## src/rtl/bfa_pkg.sv

```systemverilog
`default_nettype none
package bfa_pkg;

  localparam int SIZE_W = 17;
  localparam int OFFS_W = 16;
  localparam int STAT_W = 2;

  // Status codes reported with every result item.
  localparam logic [STAT_W-1:0] ST_OK       = 2'd0;
  localparam logic [STAT_W-1:0] ST_NOFIT    = 2'd1;
  localparam logic [STAT_W-1:0] ST_FULL     = 2'd2;
  localparam logic [STAT_W-1:0] ST_BAD_FREE = 2'd3;

  // Command codes.
  localparam logic CMD_ALLOC = 1'b0;
  localparam logic CMD_FREE  = 1'b1;

  // One block table entry.
  typedef struct packed {
    logic              valid;
    logic              free;
    logic [SIZE_W-1:0] size;
    logic [OFFS_W-1:0] start;
  } entry_t;

  // One result item.
  typedef struct packed {
    logic [SIZE_W-1:0] largest;
    logic [OFFS_W-1:0] granted;
    logic [STAT_W-1:0] status;
  } res_t;

endpackage
`default_nettype wire

```

## src/rtl/bfa_table.sv

```systemverilog
`default_nettype none
module bfa_table #(
  parameter int MAX_BLOCKS = 64
) (
  input  wire                          clk,
  input  wire                          we,
  input  wire [$clog2(MAX_BLOCKS)-1:0] waddr,
  input  bfa_pkg::entry_t              wdata,
  input  wire                          re,
  input  wire [$clog2(MAX_BLOCKS)-1:0] raddr,
  output bfa_pkg::entry_t              rdata
);

  bfa_pkg::entry_t mem [MAX_BLOCKS];
  bfa_pkg::entry_t rdata_r;

  // Single write port, single registered read port.
  always_ff @(posedge clk) begin
    if (we) begin
      mem[waddr] <= wdata;
    end
    if (re) begin
      rdata_r <= mem[raddr];
    end
  end

  assign rdata = rdata_r;

endmodule
`default_nettype wire

```

## src/rtl/bfa_ctrl.sv

```systemverilog
`default_nettype none
module bfa_ctrl #(
  parameter int MAX_BLOCKS = 64
) (
  input  wire                            clk,
  input  wire                            rst_n,
  input  wire                            cfg_wr,
  input  wire [bfa_pkg::SIZE_W-1:0]      pool,
  input  wire                            req_valid,
  output logic                           req_ready,
  input  wire                            req_cmd,
  input  wire [bfa_pkg::SIZE_W-1:0]      req_size,
  input  wire [bfa_pkg::OFFS_W-1:0]      req_offs,
  output logic                           res_valid,
  input  wire                            res_ready,
  output bfa_pkg::res_t                  res,
  output logic                           tbl_we,
  output logic [$clog2(MAX_BLOCKS)-1:0]  tbl_waddr,
  output bfa_pkg::entry_t                tbl_wdata,
  output logic                           tbl_re,
  output logic [$clog2(MAX_BLOCKS)-1:0]  tbl_raddr,
  input  bfa_pkg::entry_t                tbl_rdata
);

  localparam int IW = $clog2(MAX_BLOCKS);
  localparam logic [IW:0] DEPTH = (IW+1)'(MAX_BLOCKS);
  localparam logic [IW:0] LAST  = (IW+1)'(MAX_BLOCKS - 1);

  typedef enum logic [2:0] {S_CLEAR, S_IDLE, S_SCAN, S_WA, S_WB, S_DONE} state_t;
  typedef enum logic [1:0] {K_ALLOC, K_FIND, K_NEIGH, K_LARGEST} kind_t;

  state_t  state_r;
  kind_t   kind_r;
  logic [IW:0]   rd_cnt_r;
  logic          rvld_r;
  logic [IW-1:0] ridx_r;

  logic [bfa_pkg::SIZE_W-1:0] req_r;
  logic [bfa_pkg::OFFS_W-1:0] off_r;

  logic                       best_found_r;
  logic [IW-1:0]              best_idx_r;
  logic [bfa_pkg::SIZE_W-1:0] best_size_r;
  logic [bfa_pkg::OFFS_W-1:0] best_start_r;
  logic                       slot_found_r;
  logic [IW-1:0]              slot_idx_r;

  logic            cur_found_r;
  logic [IW-1:0]   cur_idx_r;
  bfa_pkg::entry_t cur_r;
  logic            nb1_found_r;
  logic [IW-1:0]   nb1_idx_r;
  bfa_pkg::entry_t nb1_r;
  logic            nb2_found_r;
  logic [IW-1:0]   nb2_idx_r;
  bfa_pkg::entry_t nb2_r;

  logic [bfa_pkg::SIZE_W-1:0] largest_r;
  logic [bfa_pkg::STAT_W-1:0] status_r;
  logic [bfa_pkg::OFFS_W-1:0] granted_r;

  logic            pa_v_r, pb_v_r;
  logic [IW-1:0]   pa_addr_r, pb_addr_r;
  bfa_pkg::entry_t pa_data_r, pb_data_r;

  logic                       scan_end;
  logic                       m1, m2;
  logic [bfa_pkg::SIZE_W-1:0] merged;
  logic [bfa_pkg::SIZE_W-1:0] cur_end;
  logic [bfa_pkg::SIZE_W-1:0] e_end;
  bfa_pkg::entry_t            e;
  bfa_pkg::entry_t            used_best;

  assign e         = tbl_rdata;
  assign scan_end  = (state_r == S_SCAN) && (rd_cnt_r == DEPTH) && !rvld_r;
  assign cur_end   = {1'b0, cur_r.start} + cur_r.size;
  assign e_end     = {1'b0, e.start} + e.size;
  assign m1        = nb1_found_r && nb1_r.free;
  assign m2        = nb2_found_r && nb2_r.free;
  assign merged    = cur_r.size + (m1 ? nb1_r.size : '0);
  assign used_best = '{valid: 1'b1, free: 1'b0, size: req_r, start: best_start_r};

  // Read side of a table sweep: one entry per cycle.
  assign tbl_re    = (state_r == S_SCAN) && (rd_cnt_r < DEPTH);
  assign tbl_raddr = rd_cnt_r[IW-1:0];

  assign req_ready = (state_r == S_IDLE);
  assign res_valid = (state_r == S_DONE);
  assign res       = '{largest: largest_r, granted: granted_r, status: status_r};

  // Write side: clearing pass, writes decided at the end of a sweep, queued writes.
  always_comb begin
    tbl_we    = 1'b0;
    tbl_waddr = '0;
    tbl_wdata = '0;
    unique case (state_r)
      S_CLEAR: begin
        tbl_we    = 1'b1;
        tbl_waddr = rd_cnt_r[IW-1:0];
        if (rd_cnt_r == '0 && pool != '0) begin
          tbl_wdata = '{valid: 1'b1, free: 1'b1, size: pool, start: '0};
        end
      end
      S_SCAN: begin
        if (scan_end && kind_r == K_ALLOC && best_found_r) begin
          if (best_size_r == req_r) begin
            tbl_we    = 1'b1;
            tbl_waddr = best_idx_r;
            tbl_wdata = used_best;
          end else if (slot_found_r) begin
            tbl_we    = 1'b1;
            tbl_waddr = slot_idx_r;
            tbl_wdata = '{valid: 1'b1, free: 1'b1, size: best_size_r - req_r,
                          start: best_start_r + req_r[bfa_pkg::OFFS_W-1:0]};
          end
        end else if (scan_end && kind_r == K_NEIGH) begin
          tbl_we    = 1'b1;
          tbl_waddr = cur_idx_r;
          if (!m2) begin
            tbl_wdata = '{valid: 1'b1, free: 1'b1, size: merged, start: cur_r.start};
          end
        end
      end
      S_WA: begin
        tbl_we    = pa_v_r;
        tbl_waddr = pa_addr_r;
        tbl_wdata = pa_data_r;
      end
      S_WB: begin
        tbl_we    = pb_v_r;
        tbl_waddr = pb_addr_r;
        tbl_wdata = pb_data_r;
      end
      default: begin
      end
    endcase
  end

  // Sequencer: state, sweep captures and result registers.
  always_ff @(posedge clk) begin
    if (!rst_n) begin
      state_r  <= S_CLEAR;
      rd_cnt_r <= '0;
      rvld_r   <= 1'b0;
    end else if (cfg_wr) begin
      state_r  <= S_CLEAR;
      rd_cnt_r <= '0;
      rvld_r   <= 1'b0;
    end else begin
      unique case (state_r)
        S_CLEAR: begin
          rd_cnt_r <= rd_cnt_r + 1'b1;
          if (rd_cnt_r == LAST) begin
            state_r <= S_IDLE;
          end
        end
        S_IDLE: begin
          if (req_valid) begin
            req_r        <= req_size;
            off_r        <= req_offs;
            granted_r    <= '0;
            best_found_r <= 1'b0;
            slot_found_r <= 1'b0;
            cur_found_r  <= 1'b0;
            largest_r    <= '0;
            rd_cnt_r     <= '0;
            state_r      <= S_SCAN;
            if (req_cmd == bfa_pkg::CMD_FREE) begin
              status_r <= bfa_pkg::ST_OK;
              kind_r   <= K_FIND;
            end else if (req_size == '0) begin
              status_r <= bfa_pkg::ST_NOFIT;
              kind_r   <= K_LARGEST;
            end else begin
              status_r <= bfa_pkg::ST_OK;
              kind_r   <= K_ALLOC;
            end
          end
        end
        S_SCAN: begin
          rvld_r <= tbl_re;
          ridx_r <= tbl_raddr;
          if (tbl_re) begin
            rd_cnt_r <= rd_cnt_r + 1'b1;
          end
          // Compare the entry read in the previous cycle.
          if (rvld_r) begin
            unique case (kind_r)
              K_ALLOC: begin
                if (e.valid && e.free && e.size >= req_r &&
                    (!best_found_r || e.size < best_size_r ||
                     (e.size == best_size_r && e.start < best_start_r))) begin
                  best_found_r <= 1'b1;
                  best_idx_r   <= ridx_r;
                  best_size_r  <= e.size;
                  best_start_r <= e.start;
                end
                if (!e.valid && !slot_found_r) begin
                  slot_found_r <= 1'b1;
                  slot_idx_r   <= ridx_r;
                end
              end
              K_FIND: begin
                if (e.valid && e.start == off_r && !cur_found_r) begin
                  cur_found_r <= 1'b1;
                  cur_idx_r   <= ridx_r;
                  cur_r       <= e;
                end
              end
              K_NEIGH: begin
                if (e.valid && {1'b0, e.start} == cur_end && !nb1_found_r) begin
                  nb1_found_r <= 1'b1;
                  nb1_idx_r   <= ridx_r;
                  nb1_r       <= e;
                end
                if (e.valid && e_end == {1'b0, cur_r.start} && ridx_r != cur_idx_r &&
                    !nb2_found_r) begin
                  nb2_found_r <= 1'b1;
                  nb2_idx_r   <= ridx_r;
                  nb2_r       <= e;
                end
              end
              K_LARGEST: begin
                if (e.valid && e.free && e.size > largest_r) begin
                  largest_r <= e.size;
                end
              end
              default: begin
              end
            endcase
          end
          // Decide what follows a finished sweep.
          if (scan_end) begin
            rd_cnt_r <= '0;
            unique case (kind_r)
              K_ALLOC: begin
                kind_r <= K_LARGEST;
                if (!best_found_r) begin
                  status_r <= bfa_pkg::ST_NOFIT;
                end else if (best_size_r == req_r) begin
                  granted_r <= best_start_r;
                end else if (!slot_found_r) begin
                  status_r <= bfa_pkg::ST_FULL;
                end else begin
                  granted_r <= best_start_r;
                  pa_v_r    <= 1'b1;
                  pa_addr_r <= best_idx_r;
                  pa_data_r <= used_best;
                  pb_v_r    <= 1'b0;
                  state_r   <= S_WA;
                end
              end
              K_FIND: begin
                if (!cur_found_r || cur_r.free) begin
                  status_r <= bfa_pkg::ST_BAD_FREE;
                  kind_r   <= K_LARGEST;
                end else begin
                  kind_r      <= K_NEIGH;
                  nb1_found_r <= 1'b0;
                  nb2_found_r <= 1'b0;
                end
              end
              K_NEIGH: begin
                kind_r    <= K_LARGEST;
                pa_v_r    <= m1;
                pa_addr_r <= nb1_idx_r;
                pa_data_r <= '0;
                pb_v_r    <= m2;
                pb_addr_r <= nb2_idx_r;
                pb_data_r <= '{valid: 1'b1, free: 1'b1, size: nb2_r.size + merged,
                               start: nb2_r.start};
                state_r   <= S_WA;
              end
              K_LARGEST: begin
                state_r <= S_DONE;
              end
              default: begin
              end
            endcase
          end
        end
        S_WA: begin
          state_r <= S_WB;
        end
        S_WB: begin
          state_r  <= S_SCAN;
          kind_r   <= K_LARGEST;
          rd_cnt_r <= '0;
        end
        S_DONE: begin
          if (res_ready) begin
            state_r <= S_IDLE;
          end
        end
        default: begin
          state_r <= S_IDLE;
        end
      endcase
    end
  end

endmodule
`default_nettype wire

```

## src/rtl/best_fit_block_allocator_top.sv

```systemverilog
// Channel   Direction  Handshake                Contents
// in_       input      in_tvalid / in_tready    tuser: cmd; tdata: request_size, free_offset
// out_      output     out_tvalid / out_tready  tdata: status, granted_offset, largest_free
// cfg_      input      APB write / read         register 0 at address 0: pool_size
//
// One item at a time. An allocate runs a best-fit sweep of the table, the queued writes
// of a split and a sweep for the largest free block; a free runs a find sweep and, for a
// used block, a neighbour sweep, the queued merge writes and the largest sweep; a zero-size
// allocate runs the largest sweep alone. Each table sweep reads one entry per cycle
// through the single read port of the block table. After reset and after every pool_size
// write a clearing pass rewrites the table; in_tready stays low meanwhile.
// A result waits in the output register while the next item is taken; the next
// result waits in the controller until that register is free.
`default_nettype none
module best_fit_block_allocator_top #(
  parameter int MAX_BLOCKS = 64,
  parameter int POOL_BYTES = 65536
) (
  input  wire         clk,
  input  wire         rst_n,
  input  wire         in_tvalid,
  output logic        in_tready,
  input  wire  [39:0] in_tdata,   // [16:0] request_size, [32:17] free_offset, rest zero
  input  wire  [0:0]  in_tuser,   // [0] cmd
  output logic        out_tvalid,
  input  wire         out_tready,
  output logic [39:0] out_tdata,  // [1:0] status, [17:2] granted_offset, [34:18] largest_free
  input  wire         cfg_psel,
  input  wire         cfg_penable,
  input  wire         cfg_pwrite,
  input  wire  [2:0]  cfg_paddr,
  input  wire  [31:0] cfg_pwdata,
  output logic [31:0] cfg_prdata,
  output logic        cfg_pready
);

  localparam int IW = $clog2(MAX_BLOCKS);
  localparam logic [31:0] POOL_LIM = 32'(POOL_BYTES);
  localparam logic [bfa_pkg::SIZE_W-1:0] POOL_RST =
    (POOL_LIM < 32'd65536) ? POOL_LIM[bfa_pkg::SIZE_W-1:0] : 17'd65536;

  logic [bfa_pkg::SIZE_W-1:0] pool_size_r;
  logic [bfa_pkg::SIZE_W-1:0] wr_val;
  logic                       cfg_wr;
  logic                       res_valid, res_ready;
  bfa_pkg::res_t              res;
  logic                       out_valid_r;
  bfa_pkg::res_t              out_res_r;

  logic            tbl_we, tbl_re;
  logic [IW-1:0]   tbl_waddr, tbl_raddr;
  bfa_pkg::entry_t tbl_wdata, tbl_rdata;

  // Configuration register, saturated to the pool capacity.
  assign cfg_pready = 1'b1;
  assign cfg_wr     = cfg_psel && cfg_penable && cfg_pwrite && !cfg_paddr[2];
  assign wr_val     = ({15'd0, cfg_pwdata[bfa_pkg::SIZE_W-1:0]} > POOL_LIM) ?
                      POOL_LIM[bfa_pkg::SIZE_W-1:0] : cfg_pwdata[bfa_pkg::SIZE_W-1:0];
  assign cfg_prdata = cfg_paddr[2] ? 32'd0 : {15'd0, pool_size_r};

  always_ff @(posedge clk) begin
    if (!rst_n) begin
      pool_size_r <= POOL_RST;
    end else if (cfg_wr) begin
      pool_size_r <= wr_val;
    end
  end

  // Output register between the controller and the result channel.
  assign res_ready  = !out_valid_r || out_tready;
  assign out_tvalid = out_valid_r;
  assign out_tdata  = {5'd0, out_res_r};

  always_ff @(posedge clk) begin
    if (!rst_n) begin
      out_valid_r <= 1'b0;
    end else if (res_valid && res_ready) begin
      out_valid_r <= 1'b1;
      out_res_r   <= res;
    end else if (out_tready) begin
      out_valid_r <= 1'b0;
    end
  end

  bfa_ctrl #(.MAX_BLOCKS(MAX_BLOCKS)) u_ctrl (
    .clk       (clk),
    .rst_n     (rst_n),
    .cfg_wr    (cfg_wr),
    .pool      (pool_size_r),
    .req_valid (in_tvalid),
    .req_ready (in_tready),
    .req_cmd   (in_tuser[0]),
    .req_size  (in_tdata[16:0]),
    .req_offs  (in_tdata[32:17]),
    .res_valid (res_valid),
    .res_ready (res_ready),
    .res       (res),
    .tbl_we    (tbl_we),
    .tbl_waddr (tbl_waddr),
    .tbl_wdata (tbl_wdata),
    .tbl_re    (tbl_re),
    .tbl_raddr (tbl_raddr),
    .tbl_rdata (tbl_rdata)
  );

  bfa_table #(.MAX_BLOCKS(MAX_BLOCKS)) u_table (
    .clk   (clk),
    .we    (tbl_we),
    .waddr (tbl_waddr),
    .wdata (tbl_wdata),
    .re    (tbl_re),
    .raddr (tbl_raddr),
    .rdata (tbl_rdata)
  );

endmodule
`default_nettype wire

```

## config.mk

```make
export PLATFORM = sky130hd
export DESIGN_NAME = best_fit_block_allocator_top
export DESIGN_NICKNAME = d
export VERILOG_FILES = /design/src/rtl/bfa_pkg.sv /design/src/rtl/bfa_table.sv /design/src/rtl/bfa_ctrl.sv /design/src/rtl/best_fit_block_allocator_top.sv
export SDC_FILE = /design/constraint.sdc
export NUM_CORES = 2
export LEC_CHECK = 0
export BUFFER_PORTS_ARGS = -buffer_cell sky130_fd_sc_hd__buf_4
export CORE_ASPECT_RATIO = 1.4
export CORE_MARGIN = 2
export CORE_UTILIZATION = 32
export CTS_CLUSTER_DIAMETER = 200
export DETAILED_ROUTE_END_ITERATION = 10
export SYNTH_ARGS = -nofsm -noshare
export SYNTH_HDL_FRONTEND = slang
export SYNTH_SLANG_ARGS = --single-unit
```

## constraint.sdc

```tcl
create_clock -name clk -period 7.25 [get_ports clk]
set_input_delay 0.3625 -clock clk [delete_from_list [all_inputs] [get_ports clk]]
set_output_delay 0.3625 -clock clk [all_outputs]
set_load 0.05 [all_outputs]
```

==> results.md <==
* Status: completed
* First-pass detailed-route iteration total at 8
* Endpoints failing setup at 0
* Longest Clk Path Bufs at 4
* Critical path arrival at 6.22 ns
* Routed WL per cell at 27.35 um
* Post-CTS Repair Setup Buffers at 0
* Combinational power share at 0.041
* Fin area at 0.1226 sq mm
* Routed wire length at 276.1 mm
* I/O pin total at 158
* Critical path's top delay family: simple AND/OR/NAND/NOR gates
* Worst-case clock skew at 0.1144 ns
* CP Data Required Time at 7.73 ns
* Pwr/cell area at 248.3 mW/mm^2
* Crit Path Max Fanout at 19
* Layout cell share with drive strength beyond 1 at 0.2679
* Via count at 52,610
* Drt via density at 5.212
* Slew @ Worst Pin at 1.190 ns
* Hold Vio Cnt, Final at 0
* Hold Crit Class: in -> reg
* FMAX at 174.0 MHz
* Sequential-to-total area share from yosys stat at 0.7425
* Setup total negative slack at 0 ns
* Mean Syn Cell Area at 20.93 sq um
* Buffers on Ports at 112
* Number of synthesized flops with an enable pin at 2,621
* Crit path buf inv count at 2
* Die Y at 687.5 um
* Post-Syn Area at 0.1068 sq mm
* Die area at 0.3384 sq mm
* Yosys top cell by area: edfxtp_1
* FF+latch area at 0.07931 sq mm
* Final Cycle Share at 0.7925
* Largest stage delay, worst path at 0.87 ns
* Most instantiated cells after synthesis: edfxtp_1, mux4_2, nor2_1, ha_1, clkbuf_1
* Sw power at 0.006291 W
* Nets at 5,728
* Ys async rst share at 0
* Initial antenna violation count at 17
* Multi-input gate area at 0.02697 sq mm
* Min cycle time layout at 5.746 ns
* Slew headroom at 0.2065
* TritonCTS clock tree: built
* Grt met1 use at 0.1941
* Worst setup EP type: register
* Ranking of synthesized cells by area: edfxtp_1, mux4_2, ha_1
* Register share of total power at 0.552
* Synth-to-layout area growth at 14.84%
* RSZ-0062 raised after global routing: false
* Final slew viol count at 0
* GRT Max-Usage Layer: met2
* Peak supply drop at 0.2145 mV
* Initial DRC count at 5,073
* Type of origin of the critical path: register
* Clk pwr share at 0.407
* Skew-Pair Late Insertion Delay at 0.92 ns
* DP HPWL at 173.7 mm
* Leakage at 39.83 nW
* H-tree levels at 4
* CTS Buf Count at 238
* DRT antenna net count at 0
* Filler cell count at 30,320
* Met2 Use GR at 0.2841
* CTS Root Buffer Type: clkbuf_16
* Switching share of power at 0.2066
* First-pass GRT wire length at 395.2 mm
* Worst-path cell chain: nor2_2 > nand2_1 > or3_1 > nor2_2 > buf_4 > nand3_1 > a221oi_2 > nand2_1 > nor2_4 > buf_4
* Pint at 0.02415 W
* Number of distinct library cells after synthesis at 82
* GRT Util Overall at 0.1601
* TritonCTS Sinks at 2,650
* Count leader, synth: edfxtp_1
* Top cell type's share of synthesized area at 0.7371
* Initial Utilization at 0.3208
* Met3 track demand over resource at 0.01914
* Most used DFF post-synth: edfxtp_1
* Ys Warns at 0
* Number of global-route vias before repair at 54,630
* GPL Wtd Cong at 0.9130
* Mapped Cells at 5,101
* Crit Path Class: reg -> reg
* Cell row count at 251
* Overflow after GRT at 0
* Largest net degree at the start of global routing at 142
* Core region area at 0.3329 sq mm
* DIE WIDTH at 492.2 um
* DRC Markers at 0
* Dpl cell area at 0.1146 sq mm
* Slowest-stage cell, CP: nor2_4
* Yosys reg bits at 2,650
* Max Cap Viol at 0
* Reg clk slew, reported paths at 0.07 ns
power groups by stage:
stage	sequential (W)	combinational, W	clock, W
after floorplan	0.0171	0.000868	0
after global placement	0.0171	0.00124	0
after detailed placement	0.0171	0.00126	0
after CTS	0.0168	0.00128	0.0126
after global routing	0.0168	0.00133	0.0131
final	0.0168	0.00126	0.0124
layout by cell type (no fill, tap or decap), types with 41 or more instances in the layout:
master | netlist | layout
clkinv_1 | 0 | 47
clkbuf_1 | 160 | 49
xnor2_1 | 79 | 79
edfxtp_1 | 2621 | 2621
a21o_1 | 44 | 42
ha_1 | 163 | 163
and2_1 | 42 | 41
xor2_1 | 45 | 45
buf_4 | 21 | 300
nand2_1 | 116 | 115
inv_1 | 103 | 103
mux4_2 | 736 | 736
nor2_4 | 0 | 70
dlygate4sd3_1 | 0 | 54
nor2_1 | 200 | 129
and3_1 | 44 | 44
clkinv_2 | 0 | 47
o21ai_0 | 74 | 56
clkbuf_16 | 0 | 241
a21oi_1 | 112 | 110
registers in the layout (all words and copies together), names as in the netlist, 18 cells and up:
| register | count |
|---|---|
| u_ctrl.nb2_r | 34 |
| u_table.rdata | 35 |
| u_table.mem | 2240 |
| u_ctrl.nb1_r | 18 |
| u_ctrl.cur_r | 34 |
| out_tdata | 35 |
| u_ctrl.pb_data_r | 33 |
| u_ctrl.pa_data_r | 34 |
timing repair:
action                                 4_1_cts  5_1_grt
hold buffers                                54        0
gates resized for setup                      0        0
endpoints found under the hold margin       54        0
area by class of cell:
| class | count | share of cell area |
|---|---|---|
| antenna | 3 | 0.00006122 |
| clock buffer | 290 | 0.05068 |
| clock inverter | 137 | 0.01039 |
| inverter | 103 | 0.003153 |
| multi-input combinational | 2122 | 0.2199 |
| sequential | 2650 | 0.6467 |
| tap | 4427 | 0.04517 |
| timing repair buffer | 361 | 0.02392 |
worst reg2reg max path, cell delays in order (launching register included):
cell and delay (ns):
dfxtp_1 0.54, nor2_2 0.64, nand2_1 0.15, or3_1 0.56
nor2_2 0.44, buf_4 0.31, nand3_1 0.16, a221oi_2 0.56
nand2_1 0.59, nor2_4 0.87, buf_4 0.47
path summary, 6_finish.rpt:
kind	from	endpoint	slack, ns	cells past startpoint
hold reg to reg	u_ctrl.nb2_r[5]	u_ctrl.pb_data_r[5]	0.42	0
hold / removal	cfg_pwrite	pool_size_r[11]	0.1	4
setup / recovery	u_ctrl.state_r[2]	u_table.mem[2][6]	1.50	10
setup reg to reg	u_ctrl.state_r[2]	u_table.mem[2][6]	1.50	10
per-layer routing:
| layer | vias up | wire (um) |
|---|---|---|
| li1 | 22040 | - |
| met3 | 494 | 14620 |
| met2 | 1820 | 143400 |
| met4 | 0 | 13840 |
| met5 | - | 0 |
| met1 | 28250 | 104200 |
metrics by stage:
step | hold WS [ns] | instances | setup WS [ns] | util | total power (W)
2_1_floorplan | 0.4003 | 5120 | 0.3739 | - | 0.01797
4_1_cts | 0.01820 | 10090 | 1.536 | 0.3683 | 0.03072
3_5_place_dp | 0.4045 | 9609 | 1.661 | 0.3442 | 0.01839
6_report | 0.09654 | 10090 | 1.504 | 0.3684 | 0.03044
5_1_grt | 0.07050 | 10090 | 1.235 | 0.3684 | 0.03128
3_3_place_gp | 0.4017 | 9609 | 1.729 | 0.3442 | 0.01837
cells by family after synthesis:
logic type      synth area share
buf+inv                  0.01317
xor+xnor                 0.01017
flops                     0.7425
compound gates           0.02908
other cells           0.00007033
mux                       0.1564
fa+ha+maj                0.02032
simple gates             0.02831
Power figures use the tool's default switching activity.
